--- config.mk ---
export PLATFORM = sky130hd
export DESIGN_NAME = byte_deque_with_purge
export DESIGN_NICKNAME = d
export VERILOG_FILES = /design/src/hdl/bdq_pkg.sv /design/src/hdl/byte_deque_with_purge.sv
export SDC_FILE = /design/constraint.sdc
export NUM_CORES = 2
export LEC_CHECK = 0
export ABC_AREA = 1
export CAP_MARGIN = 20
export CORE_ASPECT_RATIO = 0.7
export CORE_MARGIN = 2
export CORE_UTILIZATION = 55
export CTS_CLUSTER_DIAMETER = 80
export DETAILED_ROUTE_END_ITERATION = 10
export DONT_BUFFER_PORTS = 1
export GPL_TIMING_DRIVEN = 1
export PLACE_DENSITY = 0.7
export SLEW_MARGIN = 40
export SYNTH_ARGS = -nofsm -noshare
export SYNTH_HDL_FRONTEND = slang
export SYNTH_SLANG_ARGS = --single-unit
export TNS_END_PERCENT = 50
--- constraint.sdc ---
create_clock -name clk -period 12.35 [get_ports clk]
set_input_delay 1.235 -clock clk [delete_from_list [all_inputs] [get_ports clk]]
set_output_delay 1.235 -clock clk [all_outputs]
set_load 0.02 [all_outputs]
--- src/hdl/bdq_pkg.sv ---
// shared types and codes for the byte deque with purge
package bdq_pkg;

	localparam int KIND_W    = 3;
	localparam int VAL_W     = 8;
	localparam int STAT_W    = 2;
	localparam int CNT_W     = 9;
	localparam int M_TDATA_W = 24;

	typedef enum logic [KIND_W-1:0] {
		KIND_PUSH_FRONT = 3'd0,
		KIND_PUSH_BACK  = 3'd1,
		KIND_POP_FRONT  = 3'd2,
		KIND_POP_BACK   = 3'd3,
		KIND_PURGE      = 3'd4,
		KIND_SIZE       = 3'd5
	} kind_t;

	typedef enum logic [STAT_W-1:0] {
		STAT_OK    = 2'd0,
		STAT_EMPTY = 2'd1,
		STAT_FULL  = 2'd2
	} status_t;

	typedef enum logic [1:0] {
		ST_IDLE,
		ST_POP,
		ST_PURGE
	} state_t;

endpackage

--- src/hdl/byte_deque_with_purge.sv ---
// byte deque in a ring memory with in-place purge compaction
//
//  channel  dir  tdata (low bit up)                        tuser
//  s_*      in   value[7:0]                                kind[2:0]
//  m_*      out  data[7:0], count[16:8], zero pad [23:17]  status[1:0]
//
// push and size are handled in the accepting cycle; pop waits on the registered memory read
// purge: one entry read and compacted per cycle over the single read and single
//   write port of the ring memory
// reset clears front index, occupancy and the output beat; memory is not cleared
// s_tready is low while a pop or purge is in flight, or while a beat waits
//   on m_tready and the output register cannot drain
module byte_deque_with_purge #(
	parameter int DEPTH = 256
) (
	input  logic                         clk,
	input  logic                         arst_n,
	input  logic                         s_tvalid,
	output logic                         s_tready,
	input  logic [bdq_pkg::VAL_W-1:0]    s_tdata,   // value[7:0]
	input  logic [bdq_pkg::KIND_W-1:0]   s_tuser,   // kind[2:0]
	output logic                         m_tvalid,
	input  logic                         m_tready,
	output logic [bdq_pkg::M_TDATA_W-1:0] m_tdata,  // data[7:0], count[16:8], zero[23:17]
	output logic [bdq_pkg::STAT_W-1:0]   m_tuser    // status[1:0]
);
	import bdq_pkg::*;

	localparam int AW = $clog2(DEPTH);
	localparam int OW = $clog2(DEPTH + 1);
	localparam logic [AW:0] DEPTH_W = (AW + 1)'(DEPTH);
	localparam int PAD_W = M_TDATA_W - VAL_W - CNT_W;

	function automatic logic [AW-1:0] slot(input logic [AW-1:0] base,
	                                       input logic [AW-1:0] off);
		logic [AW:0] sum;
		sum = {1'b0, base} + {1'b0, off};
		if (sum >= DEPTH_W) begin
			sum = sum - DEPTH_W;
		end
		return sum[AW-1:0];
	endfunction

	function automatic logic [CNT_W-1:0] to_count(input logic [OW-1:0] x);
		logic [OW+CNT_W-1:0] ext;
		ext = {{CNT_W{1'b0}}, x};
		return ext[CNT_W-1:0];
	endfunction

	logic [VAL_W-1:0] mem [DEPTH];

	state_t state_q, state_d;
	logic [AW-1:0] front_q, front_d;
	logic [OW-1:0] occ_q, occ_d;
	logic [OW-1:0] rd_off_q, rd_off_d;
	logic [OW-1:0] kept_q, kept_d;
	logic [VAL_W-1:0] pval_q, pval_d;
	logic pvld_s1, pvld_d;
	logic [VAL_W-1:0] rd_data_s1;

	logic rd_en, wr_en;
	logic [AW-1:0] rd_addr, wr_addr;
	logic [VAL_W-1:0] wr_data;

	logic out_vld_q;
	status_t out_status_q, out_status_d;
	logic [VAL_W-1:0] out_data_q, out_data_d;
	logic [CNT_W-1:0] out_count_q, out_count_d;
	logic out_load;

	logic acc, full, empty, rd_more;
	logic [OW-1:0] occ_m1;

	assign full    = (occ_q == OW'(DEPTH));
	assign empty   = (occ_q == '0);
	assign occ_m1  = occ_q - OW'(1);
	assign rd_more = (rd_off_q != occ_q);

	assign s_tready = (state_q == ST_IDLE) && (!out_vld_q || m_tready);
	assign acc      = s_tvalid && s_tready;

	always_comb begin
		state_d      = state_q;
		front_d      = front_q;
		occ_d        = occ_q;
		rd_off_d     = rd_off_q;
		kept_d       = kept_q;
		pval_d       = pval_q;
		pvld_d       = 1'b0;
		rd_en        = 1'b0;
		rd_addr      = front_q;
		wr_en        = 1'b0;
		wr_addr      = front_q;
		wr_data      = s_tdata;
		out_load     = 1'b0;
		out_status_d = STAT_OK;
		out_data_d   = '0;
		out_count_d  = '0;
		unique case (state_q)
			ST_IDLE: begin
				if (acc) begin
					unique case (s_tuser)
						KIND_PUSH_FRONT: begin
							if (full) begin
								out_load     = 1'b1;
								out_status_d = STAT_FULL;
							end else begin
								front_d = (front_q == '0) ? AW'(DEPTH - 1) : front_q - AW'(1);
								wr_en   = 1'b1;
								wr_addr = front_d;
								occ_d   = occ_q + OW'(1);
							end
						end
						KIND_PUSH_BACK: begin
							if (full) begin
								out_load     = 1'b1;
								out_status_d = STAT_FULL;
							end else begin
								wr_en   = 1'b1;
								wr_addr = slot(front_q, occ_q[AW-1:0]);
								occ_d   = occ_q + OW'(1);
							end
						end
						KIND_POP_FRONT: begin
							if (empty) begin
								out_load     = 1'b1;
								out_status_d = STAT_EMPTY;
							end else begin
								rd_en   = 1'b1;
								rd_addr = front_q;
								front_d = slot(front_q, AW'(1));
								occ_d   = occ_m1;
								state_d = ST_POP;
							end
						end
						KIND_POP_BACK: begin
							if (empty) begin
								out_load     = 1'b1;
								out_status_d = STAT_EMPTY;
							end else begin
								rd_en   = 1'b1;
								rd_addr = slot(front_q, occ_m1[AW-1:0]);
								occ_d   = occ_m1;
								state_d = ST_POP;
							end
						end
						KIND_PURGE: begin
							rd_off_d = '0;
							kept_d   = '0;
							pval_d   = s_tdata;
							state_d  = ST_PURGE;
						end
						KIND_SIZE: begin
							out_load    = 1'b1;
							out_count_d = to_count(occ_q);
						end
						default: begin
						end
					endcase
				end
			end
			ST_POP: begin
				out_load   = 1'b1;
				out_data_d = rd_data_s1;
				state_d    = ST_IDLE;
			end
			ST_PURGE: begin
				// reads run one entry ahead of the compare; the write pointer
				// never passes the read pointer, so no forwarding is needed
				if (rd_more) begin
					rd_en    = 1'b1;
					rd_addr  = slot(front_q, rd_off_q[AW-1:0]);
					rd_off_d = rd_off_q + OW'(1);
					pvld_d   = 1'b1;
				end
				if (pvld_s1 && (rd_data_s1 != pval_q)) begin
					wr_en   = 1'b1;
					wr_addr = slot(front_q, kept_q[AW-1:0]);
					wr_data = rd_data_s1;
					kept_d  = kept_q + OW'(1);
				end
				if (!rd_more && !pvld_s1) begin
					out_load    = 1'b1;
					out_data_d  = pval_q;
					out_count_d = to_count(occ_q - kept_q);
					occ_d       = kept_q;
					state_d     = ST_IDLE;
				end
			end
			default: begin
				state_d = ST_IDLE;
			end
		endcase
	end

	always_ff @(posedge clk or negedge arst_n) begin
		if (!arst_n) begin
			state_q <= ST_IDLE;
		end else begin
			state_q <= state_d;
		end
	end

	always_ff @(posedge clk or negedge arst_n) begin
		if (!arst_n) begin
			front_q   <= '0;
			occ_q     <= '0;
			rd_off_q  <= '0;
			kept_q    <= '0;
			pvld_s1   <= 1'b0;
			out_vld_q <= 1'b0;
		end else begin
			front_q  <= front_d;
			occ_q    <= occ_d;
			rd_off_q <= rd_off_d;
			kept_q   <= kept_d;
			pvld_s1  <= pvld_d;
			if (out_load) begin
				out_vld_q <= 1'b1;
			end else if (m_tready) begin
				out_vld_q <= 1'b0;
			end
		end
	end

	always_ff @(posedge clk) begin
		pval_q <= pval_d;
		if (out_load) begin
			out_status_q <= out_status_d;
			out_data_q   <= out_data_d;
			out_count_q  <= out_count_d;
		end
	end

	// ring memory: one write port, one registered read port
	always_ff @(posedge clk) begin
		if (wr_en) begin
			mem[wr_addr] <= wr_data;
		end
	end

	always_ff @(posedge clk) begin
		if (rd_en) begin
			rd_data_s1 <= mem[rd_addr];
		end
	end

	assign m_tvalid = out_vld_q;
	assign m_tdata  = {{PAD_W{1'b0}}, out_count_q, out_data_q};
	assign m_tuser  = out_status_q;

	a_occ_bound: assert property (@(posedge clk) disable iff (!arst_n)
		occ_q <= OW'(DEPTH))
		else $error("occupancy beyond depth");

	a_front_bound: assert property (@(posedge clk) disable iff (!arst_n)
		{1'b0, front_q} < DEPTH_W)
		else $error("front index out of range");

	a_no_overwrite: assert property (@(posedge clk) disable iff (!arst_n)
		out_load |-> (!out_vld_q || m_tready))
		else $error("result beat overwritten before taken");

	a_purge_order: assert property (@(posedge clk) disable iff (!arst_n)
		(state_q == ST_PURGE) |-> (kept_q <= rd_off_q && rd_off_q <= occ_q))
		else $error("purge pointers out of order");

	a_port_clash: assert property (@(posedge clk) disable iff (!arst_n)
		(rd_en && wr_en) |-> (rd_addr != wr_addr))
		else $error("read and write hit the same entry");

	a_pop_result: assert property (@(posedge clk) disable iff (!arst_n)
		(state_q == ST_POP) |=> (out_vld_q && state_q == ST_IDLE))
		else $error("pop did not produce a beat");

endmodule

==> impl_metrics.ini <==
[synthesis]
synthTopCellsByCount = edfxtp_1 (2,083), inv_1 (1,812), nand3_1 (1,719), nand2_1 (1,473), nand4_1 (682)
yosysTopAreaCell = edfxtp_1
avgSynthCellArea_um2 = 10.3
ys_seq_area_share_pct = 65.1
synth-main-ff-cell = edfxtp_1
async_reset_ff_share_pct = 1.84
yosys_register_bits = 2122
synthTopCellsByArea = edfxtp_1 (64%), nand3_1 (8.8%), inv_1 (7.0%)
synth.most_common_cell = edfxtp_1
syn_area_um2 = 97500
yosysUniqueCellTypes = 50
syn_inst = 9501
yosys_warnings = 0
yosysTopAreaCellShare_pct = 64.1
synth_edf_count = 2083

[timing]
drv_slew = 0
rsz0062_at_grt = no
fin_crit_ps = 6820
timing.fmax_mhz = 147
relSlewSlack_pct = 34.9
tightest_slew_ps = 976
min_period_over_period_pct = 55.3
finalSetupTns_ps = 0
skew_ps = 25.6
hold_viol = 0
setup_viol = 0

[setup_path]
cp-startpoint = state_q[0]$_DFFE_PN0P_
cp-endpoint = rd_data_s1[6]$_DFFE_PP_
crit_family = simple AND/OR/NAND/NOR gates
reg2reg_slack_ps = 5530
crit_buf_inv = 5
critPathLaunchType = flip-flop
crit_required_ps = 12930
cp.depth = 21
path_cells = inv_1 -> ha_1 -> nand3_1 -> nor2_1 -> nand2_2 -> nand2_1 -> nand3_4 -> nand3_4 -> buf_12 -> buf_12 -> buf_12 -> buf_16 -> nand2_1 -> nand3_1 -> nand3_1 -> nand3_1 -> nand3_1 -> nand3_1 -> nand3_1 -> nand3_1 -> nand2_1
r2r_cells = 21
critical_path.max_fanout = 149
rr_startpoint = state_q[0]$_DFFE_PN0P_
critical_path.max_stage_delay_ps = 560
path_class = reg -> reg
cpMostUsedCell = nand3_1
cp_slowest_cell = nand3_4
arrival_ps = 7400
r2r-end = rd_data_s1[6]$_DFFE_PP_
endpoint_kind = flip-flop

[layout]
regArea_um2 = 63500
nets = 9233
multiInputGateArea_um2 = 24600
layout.cells.non_filler = 11692
drive_above_1_share_pct = 5.45
syn2layout_area_growth_pct = 8.05
nFillCells = 14141

[global_route]
grt_max_degree = 213
track_usage_pct = 30.7
antenna_found_initial = 9
grt_pass1_vias = 65659
grt_overflow = 0
grt_pass1_wl_um = 420000

[die]
fp.dieH_um = 356
die_x_um = 507
initial_utilization_pct = 55.3
dieArea_um2 = 181000
core_area_um2 = 176000
num_rows = 129
ios = 43

[power_and_ir_drop]
p_clk_share_pct = 20.7
p_per_area_nw_per_um2 = 271
p_switching_uw = 13500
internal_power_uw = 15000
ir_worst_vdd_mv = 0.419
p_comb_share_pct = 50.4
p_total_uw = 28500
swShare_pct = 47.4
p_leak_uw = 0.0421
p_seq_share_pct = 29.0

[clocking]
cts_tree = done
cts_resized = 0
post_cts_buffers = 0
htree_levels = 4
path_clk_slew_ps = 60
cts_made_buffers = 189
cts_root_buf = clkbuf_16
clock_sinks = 2122
cts.path.max_buffers = 3
clk_latency_ps = 830
holdBufCountCts = 0

[drt]
vias_per_cell = 6.07
first_pass_iters = 6
drc_errors = 0
via_count = 70981
detail_route.wl_per_cell_um = 24.0
drt-total-wl_um = 280000
dr.first_iter.drc_count = 11516
postRouteAntennaNets = 0

[placement]
port_buffers = 0
place.gp.congestion = 0.924
dp_hpwl_um = 157000
post-place-cells = 11328

[status]
status = completed

[job]
drv_cap = 0

[hold_path]
hold_class = in -> async
-- sequential cells by signal (all words and copies together) (netlist names), 2 cells and up --
register     flops
out_count_q      9
rd_data_s1       8
kept_q           9
state_q          2
occ_q            9
m_tuser          2
mem           2048
rd_off_q         9
out_data_q       8
front_q          8
pval_q           8
-- layout make-up --
cell class,count,share of cell area [%]
sequential,2122,60.3
multi-input combinational,4912,23.4
inverter,1824,6.51
clock buffer,241,4.82
tap,2358,2.80
timing repair buffer,116,1.29
clock inverter,111,0.906
antenna,8,0.0190
-- power groups by stage --
stage | registers [uW] | clock network (uW) | logic (uW)
after detailed placement | 8410 | 0 | 13700
after global placement | 8410 | 0 | 13500
after CTS | 8260 | 5910 | 13800
final | 8260 | 5900 | 14400
after floorplan | 8340 | 0 | 9270
after global routing | 8270 | 6200 | 15400
-- stage by stage --
stage	worst slack [ps]	hold slack [ps]	area (um2)	utilization, %
final	5530	98.5	105000	59.7
after global placement	5410	527	98700	55.9
after global routing	5300	79.3	105000	59.7
after CTS	5880	56.6	105000	59.5
after detailed placement	5360	543	99000	56.1
after floorplan	7010	502	97500	-
-- cells by family after synthesis --
| logic type | synth area share [%] |
|---|---|
| mux | 0.0103 |
| flops | 65.1 |
| fa+ha+maj | 0.719 |
| simple gates | 20.5 |
| compound gates | 3.19 |
| xor+xnor | 0.395 |
| buf+inv | 10.0 |
| other cells | 0.00385 |
-- worst min-delay path by stage --
stage / from / to
3_3_place_gp: state_q[1]$_DFFE_PN0P_ / state_q[1]$_DFFE_PN0P_
6_report: arst_n / occ_q[2]$_DFFE_PN0P_
3_5_place_dp: state_q[1]$_DFFE_PN0P_ / state_q[1]$_DFFE_PN0P_
4_1_cts: arst_n / front_q[5]$_DFFE_PN0P_
5_1_grt: arst_n / occ_q[0]$_DFFE_PN0P_
2_1_floorplan: state_q[1]$_DFFE_PN0P_ / state_q[1]$_DFFE_PN0P_
-- layout by cell type, fill, tap and decap left out, types with 5 or more instances in the layout --
| cell | instances |
|---|---|
| clkinv_2 | 30 |
| nand2_4 | 8 |
| nand2_1 | 1439 |
| nor3_1 | 28 |
| o21ai_1 | 11 |
| nand4_1 | 682 |
| buf_6 | 38 |
| conb_1 | 7 |
| nor2_1 | 259 |
| or2_2 | 5 |
| fa_1 | 5 |
| xor2_1 | 33 |
| a21oi_1 | 72 |
| inv_1 | 1810 |
| buf_4 | 54 |
| o211ai_1 | 120 |
| inv_6 | 6 |
| xnor2_1 | 11 |
| o22ai_1 | 14 |
| buf_12 | 18 |
| edfxtp_1 | 2083 |
| nor2_2 | 76 |
| o21ai_0 | 298 |
| dfrtp_1 | 39 |
| nand2_2 | 27 |
| buf_16 | 6 |
| bufinv_16 | 17 |
| ha_1 | 48 |
| clkbuf_1 | 45 |
| inv_2 | 8 |
| nand3_1 | 1718 |
| clkinv_1 | 58 |
| clkbuf_16 | 196 |
| diode_2 | 8 |
-- per-layer routing --
layer  global-route usage, %  wire length, um  vias to the layer above  part of all wire, %
li1                        -                -                    31736                    -
met3                    9.92            40300                      558                   14
met5                       0              208                        -                0.074
met2                    43.0           118000                     4604                   42
met4                    10.7             9350                       10                  3.3
met1                    45.0           112000                    34073                   40
Note: power is estimated with default switching activity, not from simulation.
